## src/rtl/battery_link_health_supervisor_assert.svh

```systemverilog
// Assertion macros shared by the supervisor RTL.
`ifndef BATTERY_LINK_HEALTH_SUPERVISOR_ASSERT_SVH
`define BATTERY_LINK_HEALTH_SUPERVISOR_ASSERT_SVH

// The consequent must hold in the same cycle as the antecedent.
`define BLHS_ASSERT_NOW(lbl, clk, rst, ante, cons) \
  lbl: assert property (@(posedge clk) disable iff (rst) (ante) |-> (cons)) \
    else $error("supervisor check failed in the same cycle");

// The consequent must hold in the cycle after the antecedent.
`define BLHS_ASSERT_NEXT(lbl, clk, rst, ante, cons) \
  lbl: assert property (@(posedge clk) disable iff (rst) (ante) |=> (cons)) \
    else $error("supervisor check failed one cycle later");

`endif

```

## src/rtl/blhs_pkg.sv

```systemverilog
`default_nettype none

package blhs_pkg;

  // Widths of the item fields.
  localparam int TIME_W     = 32;
  localparam int KIND_FLD_W = 3;
  localparam int SEV_W      = 26;
  localparam int TMO_W      = 16;
  localparam int CFG_IDX_W  = 3;
  localparam int STATE_W    = 2;

  // Alarm layout.
  localparam int ALARM_FIELDS    = 13;
  localparam int WARN_W          = ALARM_FIELDS;
  localparam int FAULT_W         = ALARM_FIELDS + 1;
  localparam int OFFLINE_BIT_IDX = ALARM_FIELDS;
  localparam logic [FAULT_W-1:0] OFFLINE_MASK = 14'h2000;
  localparam logic [FAULT_W-1:0] TRIP_MASK    = 14'h225C;

  // Frame kinds.
  localparam int FRAME_TYPES_DEFAULT = 8;
  localparam int TIMED_KINDS         = 5;
  localparam logic [KIND_FLD_W-1:0] KIND_ST1      = 3'd0;
  localparam logic [KIND_FLD_W-1:0] KIND_CELLVOLT = 3'd2;
  localparam logic [KIND_FLD_W-1:0] KIND_ALARM    = 3'd5;

  // Operation codes carried in tuser.
  localparam logic OPC_FRAME = 1'b0;
  localparam logic OPC_EVAL  = 1'b1;

  // Supervisor state codes.
  localparam logic [STATE_W-1:0] ST_OFFLINE = 2'd0;
  localparam logic [STATE_W-1:0] ST_ONLINE  = 2'd1;
  localparam logic [STATE_W-1:0] ST_FAULT   = 2'd2;

  // Configuration register indexes.
  localparam logic [CFG_IDX_W-1:0] REG_OFFLINE_TMO   = 3'd0;
  localparam logic [CFG_IDX_W-1:0] REG_HOLD_TMO      = 3'd1;
  localparam logic [CFG_IDX_W-1:0] REG_STALE_ST1     = 3'd2;
  localparam logic [CFG_IDX_W-1:0] REG_STALE_ST2     = 3'd3;
  localparam logic [CFG_IDX_W-1:0] REG_STALE_CELLV   = 3'd4;
  localparam logic [CFG_IDX_W-1:0] REG_STALE_CELLT   = 3'd5;
  localparam logic [CFG_IDX_W-1:0] REG_STALE_CHGREQ  = 3'd6;

  // Register reset values.
  localparam logic [TMO_W-1:0] RST_OFFLINE_TMO  = 16'd1000;
  localparam logic [TMO_W-1:0] RST_HOLD_TMO     = 16'd1000;
  localparam logic [TMO_W-1:0] RST_STALE_ST1    = 16'd200;
  localparam logic [TMO_W-1:0] RST_STALE_ST2    = 16'd1000;
  localparam logic [TMO_W-1:0] RST_STALE_CELLV  = 16'd500;
  localparam logic [TMO_W-1:0] RST_STALE_CELLT  = 16'd2000;
  localparam logic [TMO_W-1:0] RST_STALE_CHGREQ = 16'd2000;

  // Stream widths.
  localparam int IN_TDATA_W  = 64;
  localparam int RESULT_W    = 34;
  localparam int OUT_TDATA_W = 40;

  typedef struct packed {
    logic [SEV_W-1:0]      alarm_severities;
    logic [KIND_FLD_W-1:0] frame_kind;
    logic [TIME_W-1:0]     now_ms;
    logic                  opcode;
  } item_t;

  // Packed so that link_state sits in the lowest bits.
  typedef struct packed {
    logic               precharge_fresh;
    logic               relay_permit;
    logic               critical_alarm;
    logic [WARN_W-1:0]  warning_vector;
    logic [FAULT_W-1:0] fault_vector;
    logic               data_stale;
    logic               link_online;
    logic [STATE_W-1:0] link_state;
  } result_t;

  // Wrapping difference, negative results count as zero.
  function automatic logic [TIME_W-1:0] elapsed_ms(input logic [TIME_W-1:0] now_t,
                                                   input logic [TIME_W-1:0] then_t);
    logic [TIME_W-1:0] d;
    d = now_t - then_t;
    return d[TIME_W-1] ? '0 : d;
  endfunction

endpackage

`default_nettype wire

```

## src/rtl/battery_link_health_supervisor.sv

```systemverilog
// Battery link health supervisor.
// Input stream (s_*): one transaction per event. tuser selects a received frame
// (0) or a periodic evaluation (1); tdata carries the timestamp, frame kind and
// packed alarm severities. Every transaction yields exactly one result on the
// output stream (m_*): link state, online and stale flags, fault and warning
// vectors, critical alarm, relay permission and precharge freshness.
// Configuration (cfg_*): index and 16-bit data, always ready, one register per
// transaction; write only while no event is in flight.
// Pipeline: an accepted transaction passes the input register, then the update
// logic into the output register, which presents its result on m_tvalid and
// m_tdata. Throughput: one transaction per cycle while m_tready is high; the
// stored arrival times are compared against the event timestamp in parallel
// within the single update stage.
// Reset clears the supervisor to offline with no frames seen and no flags, and
// loads the default timeouts. The output stream holds its result while m_tready
// is low; the input register still takes one more transaction, after which
// s_tready drops until the output drains.
`default_nettype none
`include "battery_link_health_supervisor_assert.svh"

module battery_link_health_supervisor #(
  parameter int FRAME_TYPES = blhs_pkg::FRAME_TYPES_DEFAULT
) (
  input  wire logic                               clk,
  input  wire logic                               rst,
  input  wire logic                               s_tvalid,
  output logic                                    s_tready,
  // now_ms [31:0], frame_kind [34:32], alarm_severities [60:35], zero [63:61]
  input  wire logic [blhs_pkg::IN_TDATA_W-1:0]    s_tdata,
  // opcode [0]
  input  wire logic                               s_tuser,
  output logic                                    m_tvalid,
  input  wire logic                               m_tready,
  // link_state [1:0], link_online [2], data_stale [3], fault_vector [17:4],
  // warning_vector [30:18], critical_alarm [31], relay_permit [32],
  // precharge_fresh [33], zero [39:34]
  output logic [blhs_pkg::OUT_TDATA_W-1:0]        m_tdata,
  input  wire logic                               cfg_valid,
  output logic                                    cfg_ready,
  input  wire logic [blhs_pkg::CFG_IDX_W-1:0]     cfg_index,
  input  wire logic [blhs_pkg::TMO_W-1:0]         cfg_data
);
  import blhs_pkg::*;

  item_t   item;
  logic    item_valid;
  logic    item_fire;
  logic    load_ok;
  result_t result;
  result_t m_view;
  logic    view_up;
  logic    view_relay_ok;

  // An item moves into the output register when that register is free.
  assign item_fire = item_valid && load_ok;

  blhs_in_reg u_in_reg (
    .clk        (clk),
    .rst        (rst),
    .s_tvalid   (s_tvalid),
    .s_tready   (s_tready),
    .s_tdata    (s_tdata),
    .s_tuser    (s_tuser),
    .advance    (item_fire),
    .item       (item),
    .item_valid (item_valid)
  );

  blhs_core #(
    .FRAME_TYPES (FRAME_TYPES)
  ) u_core (
    .clk       (clk),
    .rst       (rst),
    .cfg_valid (cfg_valid),
    .cfg_ready (cfg_ready),
    .cfg_index (cfg_index),
    .cfg_data  (cfg_data),
    .item_fire (item_fire),
    .item      (item),
    .result    (result)
  );

  blhs_out_reg u_out_reg (
    .clk      (clk),
    .rst      (rst),
    .load     (item_fire),
    .result   (result),
    .load_ok  (load_ok),
    .m_tvalid (m_tvalid),
    .m_tready (m_tready),
    .m_tdata  (m_tdata)
  );

  // Field view of the outgoing transaction for the checks below.
  assign m_view        = result_t'(m_tdata[RESULT_W-1:0]);
  assign view_up       = (m_view.link_state != ST_OFFLINE);
  assign view_relay_ok = m_view.link_online && !m_view.critical_alarm;

  // Every item that leaves the input register produces a result next cycle.
  `BLHS_ASSERT_NEXT(a_result_follows_item, clk, rst, item_fire, m_tvalid)
  // The online flag agrees with the supervisor state.
  `BLHS_ASSERT_NOW(a_online_matches_state, clk, rst, m_tvalid, m_view.link_online == view_up)
  // Relays are never permitted offline or with a critical alarm.
  `BLHS_ASSERT_NOW(a_relay_safe, clk, rst, m_tvalid && m_view.relay_permit, view_relay_ok)

endmodule

`default_nettype wire

```

## src/rtl/blhs_in_reg.sv

```systemverilog
`default_nettype none

module blhs_in_reg (
  input  wire logic                                 clk,
  input  wire logic                                 rst,
  input  wire logic                                 s_tvalid,
  output logic                                      s_tready,
  // now_ms [31:0], frame_kind [34:32], alarm_severities [60:35], zero [63:61]
  input  wire logic [blhs_pkg::IN_TDATA_W-1:0]      s_tdata,
  // opcode [0]
  input  wire logic                                 s_tuser,
  input  wire logic                                 advance,
  output blhs_pkg::item_t                           item,
  output logic                                      item_valid
);
  import blhs_pkg::*;

  localparam int KIND_LSB = TIME_W;
  localparam int SEV_LSB  = TIME_W + KIND_FLD_W;

  logic accept;
  logic item_valid_next;

  // The stage takes a new transaction when empty or when its item moves on.
  assign s_tready = !item_valid || advance;
  assign accept   = s_tvalid && s_tready;

  always_comb begin
    item_valid_next = item_valid;
    if (accept) begin
      item_valid_next = 1'b1;
    end else if (advance) begin
      item_valid_next = 1'b0;
    end
  end

  always_ff @(posedge clk) begin
    if (rst) begin
      item_valid <= 1'b0;
    end else begin
      item_valid <= item_valid_next;
    end
  end

  // Payload register, no reset needed.
  always_ff @(posedge clk) begin
    if (accept) begin
      item.opcode           <= s_tuser;
      item.now_ms           <= s_tdata[TIME_W-1:0];
      item.frame_kind       <= s_tdata[KIND_LSB +: KIND_FLD_W];
      item.alarm_severities <= s_tdata[SEV_LSB +: SEV_W];
    end
  end

endmodule

`default_nettype wire

```

## src/rtl/blhs_core.sv

```systemverilog
`default_nettype none

module blhs_core #(
  parameter int FRAME_TYPES = blhs_pkg::FRAME_TYPES_DEFAULT
) (
  input  wire logic                               clk,
  input  wire logic                               rst,
  input  wire logic                               cfg_valid,
  output logic                                    cfg_ready,
  input  wire logic [blhs_pkg::CFG_IDX_W-1:0]     cfg_index,
  input  wire logic [blhs_pkg::TMO_W-1:0]         cfg_data,
  input  wire logic                               item_fire,
  input  wire blhs_pkg::item_t                    item,
  output blhs_pkg::result_t                       result
);
  import blhs_pkg::*;

  localparam int KIND_W = $clog2(FRAME_TYPES);

  // Configuration registers.
  logic [TMO_W-1:0] offline_tmo;
  logic [TMO_W-1:0] hold_tmo;
  logic [TMO_W-1:0] stale_tmo [TIMED_KINDS];

  // Supervisor state.
  logic [TIME_W-1:0]      arrival [FRAME_TYPES];
  logic [FRAME_TYPES-1:0] seen, seen_next;
  logic [TIME_W-1:0]      last_any, last_any_next;
  logic [STATE_W-1:0]     state, state_next;
  logic [FAULT_W-1:0]     faults, faults_next;
  logic [WARN_W-1:0]      warnings, warnings_next;
  logic                   held, held_next;
  logic                   stale_flag, stale_next;
  logic                   online, online_next;

  // Per-item decode.
  logic                   is_frame;
  logic                   kind_ok;
  logic [KIND_W-1:0]      kind_idx;
  logic [FRAME_TYPES-1:0] kind_bit;
  logic [TIME_W-1:0]      el_any;
  logic [TIME_W-1:0]      el_alarm;
  logic [TIME_W-1:0]      el_timed [TIMED_KINDS];
  logic [TIMED_KINDS-1:0] stale_hit;
  logic                   stale_any;
  logic                   timed_out;
  logic                   hold_expired;
  logic [WARN_W-1:0]      sev_warn;
  logic [ALARM_FIELDS-1:0] sev_fault;
  logic                   hit_st1, hit_cellv;
  logic                   crit;
  logic                   fresh;

  // Configuration writes are always taken; unknown indexes are dropped.
  assign cfg_ready = 1'b1;

  always_ff @(posedge clk) begin
    if (rst) begin
      offline_tmo  <= RST_OFFLINE_TMO;
      hold_tmo     <= RST_HOLD_TMO;
      stale_tmo[0] <= RST_STALE_ST1;
      stale_tmo[1] <= RST_STALE_ST2;
      stale_tmo[2] <= RST_STALE_CELLV;
      stale_tmo[3] <= RST_STALE_CELLT;
      stale_tmo[4] <= RST_STALE_CHGREQ;
    end else if (cfg_valid) begin
      unique case (cfg_index)
        REG_OFFLINE_TMO:  offline_tmo  <= cfg_data;
        REG_HOLD_TMO:     hold_tmo     <= cfg_data;
        REG_STALE_ST1:    stale_tmo[0] <= cfg_data;
        REG_STALE_ST2:    stale_tmo[1] <= cfg_data;
        REG_STALE_CELLV:  stale_tmo[2] <= cfg_data;
        REG_STALE_CELLT:  stale_tmo[3] <= cfg_data;
        REG_STALE_CHGREQ: stale_tmo[4] <= cfg_data;
        default: begin
        end
      endcase
    end
  end

  // Item decode.
  assign is_frame = (item.opcode == OPC_FRAME);
  assign kind_ok  = (int'(item.frame_kind) < FRAME_TYPES);
  assign kind_idx = KIND_W'(item.frame_kind);
  assign kind_bit = FRAME_TYPES'(1) << kind_idx;

  // Elapsed times against the stored arrivals, all in parallel.
  assign el_any   = elapsed_ms(item.now_ms, last_any);
  assign el_alarm = elapsed_ms(item.now_ms, arrival[KIND_ALARM]);
  assign timed_out    = (el_any >= TIME_W'(offline_tmo));
  assign hold_expired = held && seen[KIND_ALARM] && (el_alarm >= TIME_W'(hold_tmo));

  always_comb begin
    for (int i = 0; i < TIMED_KINDS; i++) begin
      el_timed[i]  = elapsed_ms(item.now_ms, arrival[i]);
      stale_hit[i] = (stale_tmo[i] != '0) && seen[i] &&
                     (el_timed[i] >= TIME_W'(stale_tmo[i]));
    end
  end

  assign stale_any = |stale_hit;

  // Severity decode: one is a warning, two or three a fault.
  always_comb begin
    for (int i = 0; i < ALARM_FIELDS; i++) begin
      sev_warn[i]  = (item.alarm_severities[2*i +: 2] == 2'd1);
      sev_fault[i] = item.alarm_severities[2*i+1];
    end
  end

  // Next state of the supervisor.
  always_comb begin
    seen_next     = seen;
    last_any_next = last_any;
    state_next    = state;
    faults_next   = faults;
    warnings_next = warnings;
    held_next     = held;
    stale_next    = stale_flag;
    online_next   = online;
    if (is_frame) begin
      if (kind_ok) begin
        seen_next     = seen | kind_bit;
        last_any_next = item.now_ms;
        if (item.frame_kind == KIND_ALARM) begin
          held_next     = 1'b1;
          warnings_next = sev_warn;
          faults_next   = {faults[OFFLINE_BIT_IDX], sev_fault};
        end
      end
    end else begin
      if (hold_expired) begin
        held_next     = 1'b0;
        warnings_next = '0;
        faults_next   = faults & OFFLINE_MASK;
      end
      unique case (state)
        ST_OFFLINE: begin
          if ((|seen) && !timed_out) begin
            state_next  = ST_ONLINE;
            online_next = 1'b1;
            stale_next  = 1'b0;
            faults_next = faults_next & ~OFFLINE_MASK;
          end
        end
        default: begin
          if (timed_out) begin
            state_next  = ST_OFFLINE;
            online_next = 1'b0;
            stale_next  = 1'b0;
            faults_next = faults_next | OFFLINE_MASK;
          end else begin
            online_next = 1'b1;
            stale_next  = stale_any;
            if (state == ST_ONLINE) begin
              if ((faults_next & TRIP_MASK) != '0) begin
                state_next = ST_FAULT;
              end
            end else if ((faults_next == '0) && !stale_any) begin
              state_next = ST_ONLINE;
            end
          end
        end
      endcase
    end
  end

  // A frame of the same kind in this transaction makes its elapsed time zero.
  assign hit_st1   = is_frame && (item.frame_kind == KIND_ST1);
  assign hit_cellv = is_frame && (item.frame_kind == KIND_CELLVOLT);

  assign crit  = ((faults_next & TRIP_MASK) != '0);
  assign fresh = seen_next[KIND_ST1] && seen_next[KIND_CELLVOLT] &&
                 (hit_st1 || (el_timed[KIND_ST1] <= TIME_W'(stale_tmo[KIND_ST1]))) &&
                 (hit_cellv ||
                  (el_timed[KIND_CELLVOLT] <= TIME_W'(stale_tmo[KIND_CELLVOLT])));

  always_comb begin
    result.link_state      = state_next;
    result.link_online     = online_next;
    result.data_stale      = stale_next;
    result.fault_vector    = faults_next;
    result.warning_vector  = warnings_next;
    result.critical_alarm  = crit;
    result.relay_permit    = online_next && !crit;
    result.precharge_fresh = fresh;
  end

  // Control state.
  always_ff @(posedge clk) begin
    if (rst) begin
      seen       <= '0;
      last_any   <= '0;
      state      <= ST_OFFLINE;
      faults     <= '0;
      warnings   <= '0;
      held       <= 1'b0;
      stale_flag <= 1'b0;
      online     <= 1'b0;
    end else if (item_fire) begin
      seen       <= seen_next;
      last_any   <= last_any_next;
      state      <= state_next;
      faults     <= faults_next;
      warnings   <= warnings_next;
      held       <= held_next;
      stale_flag <= stale_next;
      online     <= online_next;
    end
  end

  // Arrival times hold no reset; each is read only behind its seen bit.
  always_ff @(posedge clk) begin
    if (item_fire && is_frame && kind_ok) begin
      arrival[kind_idx] <= item.now_ms;
    end
  end

endmodule

`default_nettype wire

```

## src/rtl/blhs_out_reg.sv

```systemverilog
`default_nettype none

module blhs_out_reg (
  input  wire logic                              clk,
  input  wire logic                              rst,
  input  wire logic                              load,
  input  wire blhs_pkg::result_t                 result,
  output logic                                   load_ok,
  output logic                                   m_tvalid,
  input  wire logic                              m_tready,
  output logic [blhs_pkg::OUT_TDATA_W-1:0]       m_tdata
);
  import blhs_pkg::*;

  result_t held_result;
  logic    m_tvalid_next;

  // The register can take a result when empty or being drained.
  assign load_ok = !m_tvalid || m_tready;

  always_comb begin
    m_tvalid_next = m_tvalid;
    if (load) begin
      m_tvalid_next = 1'b1;
    end else if (m_tready) begin
      m_tvalid_next = 1'b0;
    end
  end

  always_ff @(posedge clk) begin
    if (rst) begin
      m_tvalid <= 1'b0;
    end else begin
      m_tvalid <= m_tvalid_next;
    end
  end

  always_ff @(posedge clk) begin
    if (load) begin
      held_result <= result;
    end
  end

  assign m_tdata = {{(OUT_TDATA_W - RESULT_W){1'b0}}, held_result};

endmodule

`default_nettype wire
```

## config.mk

```make
export PLATFORM = sky130hd
export DESIGN_NAME = battery_link_health_supervisor
export DESIGN_NICKNAME = d
export VERILOG_FILES = /design/src/rtl/blhs_pkg.sv /design/src/rtl/battery_link_health_supervisor.sv /design/src/rtl/blhs_in_reg.sv /design/src/rtl/blhs_core.sv /design/src/rtl/blhs_out_reg.sv
export VERILOG_INCLUDE_DIRS = /design/src /design/src/rtl
export SDC_FILE = /design/constraint.sdc
export NUM_CORES = 1
export LEC_CHECK = 0
export BUFFER_PORTS_ARGS = -buffer_cell sky130_fd_sc_hd__buf_2
export CAP_MARGIN = 10
export CORE_MARGIN = 3
export CORE_UTILIZATION = 46
export DETAILED_ROUTE_END_ITERATION = 10
export GPL_TIMING_DRIVEN = 0
export PLACE_DENSITY_LB_ADDON = 0.12
export SYNTH_ARGS = -nofsm -noshare
export SYNTH_HDL_FRONTEND = slang
export SYNTH_SLANG_ARGS = --single-unit
```

## constraint.sdc

```tcl
create_clock -name clk -period 15.7 [get_ports clk]
set_input_delay 2.355 -clock clk [delete_from_list [all_inputs] [get_ports clk]]
set_output_delay 2.355 -clock clk [all_outputs]
set_load 0.01 [all_outputs]
```

### Yosys cells after proc, flatten, opt, wreduce, memory -nomap -nowiden

Memories as Yosys holds them, arrays and structs flattened.
Cells that the tools add are included.

| storage, ports and cells | value |
|---|---|
| bits in registers | 202 |
| RAM bits | 336 |
| logic and storage cells | 195 |
| memories | 2 |

Memory list:

| memory | depth | width | read ports | clocked after memory_dff | write ports | line | source |
|---|---|---|---|---|---|---|---|
| u_core.arrival | 8 | 32 | 6 | 0 | 1 | blhs_core.sv:26 | `logic [TIME_W-1:0] arrival [FRAME_TYPES];` |
| u_core.stale_tmo | 5 | 16 | 5 | 0 | 5 | blhs_core.sv:23 | `logic [TMO_W-1:0] stale_tmo [TIMED_KINDS];` |

| operators by class | value |
|---|---|
| add/sub/neg operators | 7 |
| order comparisons | 9 |
| eq/ne operators | 23 |
| shift operators | 1 |
| mux-type cells | 69 |
| bitwise operators | 7 |
| reductions and logical operators | 52 |

Operators by type and width:

| kind | count |
|---|---|
| $ge 32x16->1 | 7 |
| $sub 32x32->32 | 7 |
| $mux 31 | 7 |
| $mux 16 | 5 |
| $reduce_bool 16->1 | 5 |
| $mux 14 | 5 |
| $mux 13 | 5 |
| $le 32x16->1 | 2 |
| $mux 1 | 39 |
| $eq 2x1->1 const B | 14 |
| $reduce_bool 14->1 | 2 |
| $logic_and 1x1->1 | 23 |
| $logic_not 14->1 | 1 |
| $mux 2 | 7 |
| $eq 3x3->1 const B | 4 |
| $eq 3x2->1 const B | 3 |
| $or 8x8->8 | 1 |
| $reduce_or 8->1 | 1 |
| $shl 1x3->8 const A | 1 |
| $logic_not 3->1 | 2 |
| $reduce_and 2->1 | 3 |
| $reduce_bool 2->1 | 3 |
| $logic_not 1->1 | 5 |
| $or 1x1->1 | 5 |
| 8 further kinds | 11 |

### Depth between registers and ports, before layout

An unclocked memory read counts as a cell.

| logic depth | value |
|---|---|
| word-level depth | 14 |
| gate-level depth with buffers | 26 |
| mapped depth without buffers | 25 |

### Hierarchy

Synthesis repeated with hierarchy kept, for this count alone.

| unflattened totals | value |
|---|---|
| cell total of the unflattened synthesis | 3533 |
| area total of the unflattened synthesis | 32698.9 µm² |

Modules (own cells, without submodules):

| module | instances | cells an instance | area an instance (µm²) | seq. area each (µm²) |
|---|---|---|---|---|
| blhs_core | 1 | 3420 | 29659.7 | 10249.8 |
| blhs_in_reg | 1 | 67 | 1916.8 | 1881.8 |
| blhs_out_reg | 1 | 45 | 1116.1 | 1041.0 |
| battery_link_health_supervisor | 1 | 1 | 6.3 | 0.0 |

### Worst setup path before layout

Ideal clock, no wire load.

| timing path | value |
|---|---|
| kind | input to register |
| start | input m_tready |
| end | memory u_core.arrival[2][0], enable pin |
| setup time | 0.505 ns |
| data arrival time | 6.230 ns |
| required time | 15.195 ns |
| slack | 8.965 ns |
| stages on the path | 6 |
| cell sequence | nor2b_1 -> or2b_2 -> clkbuf_8 -> inv_1 -> nand2_1 -> nor4_1 |

| between the ends | value |
|---|---|
| word-level cells in the longest chain between the ends | 5 |

Ends and longest elaborated chain:

| item | line | source |
|---|---|---|
| start: declaration | battery_link_health_supervisor.sv:33 | `input wire logic m_tready,` |
| $logic_or 1x1->1 | blhs_out_reg.sv:19 | `assign load_ok = !m_tvalid \|\| m_tready;` |
| $logic_and 1x1->1 | battery_link_health_supervisor.sv:55 | `assign item_fire = item_valid && load_ok;` |
| $logic_and 1x1->1 | blhs_core.sv:214 | `if (item_fire && is_frame && kind_ok) begin` |
| $mux 1 | blhs_core.sv:214 |  |
| $mux 1 (implied by the code) | blhs_core.sv:215 | `arrival[kind_idx] <= item.now_ms;` |
| end: declaration | blhs_core.sv:26 |  |

Every way passes these cells.

### Final worst setup path

| timing path | value |
|---|---|
| start | register u_in_reg.item[11] (netlist name) |
| end | register u_core.faults[4] |

| between the ends | value |
|---|---|
| word-level cells in the longest chain between the ends | 9 |
| elaborated cells on any way between the ends | 10 |
| those cells by class | add/sub (1); order compare (1); mux (7); reduce/logical (1) |

Ends and longest elaborated chain:

| item | line | source |
|---|---|---|
| $sub 32x32->32 (*) | blhs_pkg.sv:83 | `d = now_t - then_t;` |
| $mux 31 (*) | blhs_pkg.sv:84 | `return d[TIME_W-1] ? '0 : d;` |
| $ge 32x16->1 (*) | blhs_core.sv:91 | `assign hold_expired = held && seen[KIND_ALARM] && (el_alarm >= TIME_W'(hold_tmo));` |
| $logic_and 1x1->1 (*) | blhs_core.sv:91 |  |
| $mux 13 (*) | blhs_core.sv:132 | `if (hold_expired) begin` |
| $mux 14 (*) | blhs_core.sv:121 | `if (is_frame) begin` |
| $mux 14 (on tied branches) | blhs_core.sv:147, blhs_core.sv:139 |  |
| $mux 14 (*) | blhs_core.sv:137 | `unique case (state)` |
| $mux 14 (*) | blhs_core.sv:121 |  |
| end signal: assignment | blhs_core.sv:204 | `faults <= faults_next;` |
| end: declaration | blhs_core.sv:30 | `logic [FAULT_W-1:0] faults, faults_next;` |

Every way passes the cells marked *; elsewhere a longest branch is shown, timed or not. The select of a mux whose other input is x is not followed.
A chain may end at the register's enable or synchronous reset.

==> results.md <==
- Run status: completed
- Static leakage: about 15 nW
- Routed WL: 101 mm
- Achievable Freq: around 120 MHz
- Worst-path clk slew: 60 ps
- Clk_lat worst skew: 640 ps
- Design area: around 37,000 um2
- Final min period: 8520 ps
- Post-synthesis register bit count: 474
- Worst Max-Slew Pin Slew: 1370 ps
- # clock sinks: 474
- Via density: 5.77
- Clock buffer depth: 3
- RSZ-0062 raised after global routing: no
- Fin util: 52.5%
- Setup crit start kind: register
- HPWL Detailed: 74.8 mm
- DIE AREA: 75,300 um2
- Vias in the first global route: 26,663
- Final std cells w/o fill: 4,864
- Setup bufs post-CTS: 0
- Maximum capacitance violations: 0
- Final-stage net count: 4,300
- Initial core utilization: 46.9%
- FP Rows: between 90 and 100
- Core ar.: 70,600 um2
- Synth cell types: 98
- Number of antenna violations at the first check in global routing: 8
- Ys async rst share: 0%
- Fin Clk Skew: 33.6 ps
- Slew headroom: under 10%
- PortBufs: around 120
- Final setup viols: 0
- Post-CTS sizing: 0
- Wire per inst: 20.7 um
- PD cells: 93.1 nW/um2
- CP required: 16,260 ps
- Max Slew Vio Count: 0
- Synth warnings: 0
- Initial DRC count: 2,022
- Routability Congestion: 0.950
- # DRC: 0
- Cell Chain, Critical Path: ha_1 > clkbuf_1 > a21oi_1 > o221ai_1 > o2111ai_1 > a31oi_1 > a221oi_1 > xnor2_1 > clkbuf_1 > nor2_1 > ha_1 > or3_1 > a221oi_1 > o21ai_0 > a31oi_1 > nand4_1 > nor4b_2 > a211oi_2 > a21oi_2 > buf_2 > nor2_1 > o21ai_0
- Commonest non-fill, non-tap cells in the layout: inv_1 (404), edfxtp_1 (368), nand2_1 (364)
- Commonest non-fill, non-tap cell in the layout: inv_1
- P&R area growth vs syn: 12.0%
- Mapped Area: 33,100 um2
- Total GRT Usage: 26.5%
- First-pass GRT wire length: 154 mm
- Layout cells sized above 1: 8.08%
- Ys flop type: edfxtp_1
- Worst vdd ir: 0.000108 V
- Cts hold-fix bufs: 0
- TritonCTS buffer count: 55
- Post-synth EDFFs: 368
- Final period util: 54.2%
- Setup_tns: 0 ps
- Hold crit path type: register to register
- Worst setup path class: register to register
- Arr. time, crit path: 9080 ps
- Largest net degree at the start of global routing: 63
- Via total after detailed routing: about 28,000
- CP peak stage delay: 1250 ps
- Fillers: 6,738
- Dpl cells: 4,758
- CP endpoint kind: register
- Die height: roughly 270 um
- Clk root buf: clkbuf_16
- Chip width: 274 um
- DR pass1 iterations: 6
- ANT nets after route: 0
- CTS tree: built
- Ports: 132
- Sequential cell area fraction in the yosys report: between 30% and 40%
- Overflow left after global routing: 0
- Gate Count Post-Synth: approximately 3,700
- Synth Area per Inst: between 9 and 10 um2
- Hold Fails Final Rpt: 0
- Clock H-tree levels: 2
- Crit-path slowest cell: edfxtp_1
- Worst Path Max Fanout: 14
- Placed cell area: 35,200 um2
-- report_power, final --
part	internal [mW]	total [mW]	switching, mW
clock network	0.797	1.37	0.569
logic	0.239	0.617	0.378
registers	1.40	1.47	0.0693
total	2.44	3.45	1.02
-- cell usage after synthesis (24+ instances only) --
master    count  area, um2
edfxtp_1    368      11100
nor3_1       55        275
xor2_1       64        561
xnor2_1      87        762
o21a_1       66        495
a21o_1      106        796
clkbuf_1    110        413
nand3_1      66        330
nand2_1     364       1370
o211ai_1     37        278
and2_1       37        231
nand4_1      74        463
a21oi_1     325       1630
nor4_1       44        275
and3_1       24        150
nor2b_1      30        188
ha_1        329       4120
a31oi_1      35        219
nor2_1      302       1130
o21ai_0     187        936
dfxtp_1     106       2120
nand2b_1     39        244
inv_1       405       1520
a211oi_1     44        330
-- kinds of logic after synthesis --
group	count (synthesis)	synth area share, %
AND/OR/NAND/NOR	1120	16.1
AO/OA/AOI/OAI	1033	20.3
buffers and inverters	536	6.27
flip-flops	474	39.8
adder cells (fa/ha/maj)	336	12.9
XOR/XNOR	151	3.99
multiplexers	21	0.661
other	2	0.0227
-- stage by stage --
stage | setup WS (ps) | hold slack, ps | total power [mW]
final | 7180 | 455 | 3.45
after detailed placement | 7290 | 448 | 2.11
after global placement | 6740 | 443 | 2.10
after floorplan | 8970 | 436 | 1.90
after CTS | 7280 | 456 | 3.48
after global routing | 6780 | 471 | 3.62
-- registers in the layout, summed over array words and instances (netlist names), 13 cells and up --
signal / cells
u_core.arrival: 192
u_core.faults: 14
u_core.hold_tmo: 16
u_core.last_any: 32
u_core.offline_tmo: 16
u_core.stale_tmo: 80
u_core.warnings: 13
u_in_reg.item: 62
u_out_reg.m_tdata: 34
-- worst paths after layout --
kind         slack (ps)                              from  cells after the start                          endpoint
max                7180       u_in_reg.item[11]$_DFFE_PP_                     22     u_core.faults[4]$_SDFFE_PP0P_
min                 450  u_core.last_any[21]$_SDFFE_PP0P_                      2  u_core.last_any[21]$_SDFFE_PP0P_
max reg2reg        7180       u_in_reg.item[11]$_DFFE_PP_                     22     u_core.faults[4]$_SDFFE_PP0P_
min reg2reg         450  u_core.last_any[21]$_SDFFE_PP0P_                      2  u_core.last_any[21]$_SDFFE_PP0P_
-- layout make-up --
type	instances	area (um2)	share of cell area, %
Clock buffer	67	1440	3.89
Inverter	406	1520	4.11
Antenna cell	2	5.00	0.0135
Buffer	130	554	1.49
Timing Repair Buffer	140	792	2.14
Sequential cell	474	13200	35.5
Multi-Input combinational cell	2668	17900	48.4
Tap cell	940	1180	3.17
Clock inverter	37	489	1.32
-- worst max-delay path, delay by kind of cell, from the launching register on --
kind / cells / cell delay (ps)
adder cells (fa/ha/maj): 2 / 620
flip-flops: 1 / 1250
XOR/XNOR: 1 / 390
buffers and inverters: 3 / 930
AND/OR/NAND/NOR: 5 / 1350
AO/OA/AOI/OAI: 11 / 3860
-- per-layer routing --
metal | GRT usage, % | wire length (um) | share of wire (%)
met1 | 34.6 | 43600 | 43
met2 | 44.7 | 47200 | 47
met3 | 3.34 | 5530 | 5.5
met4 | 10.4 | 4460 | 4.4
met5 | 0 | 0 | 0
No activity file was read; power rests on OpenSTA's default activity.
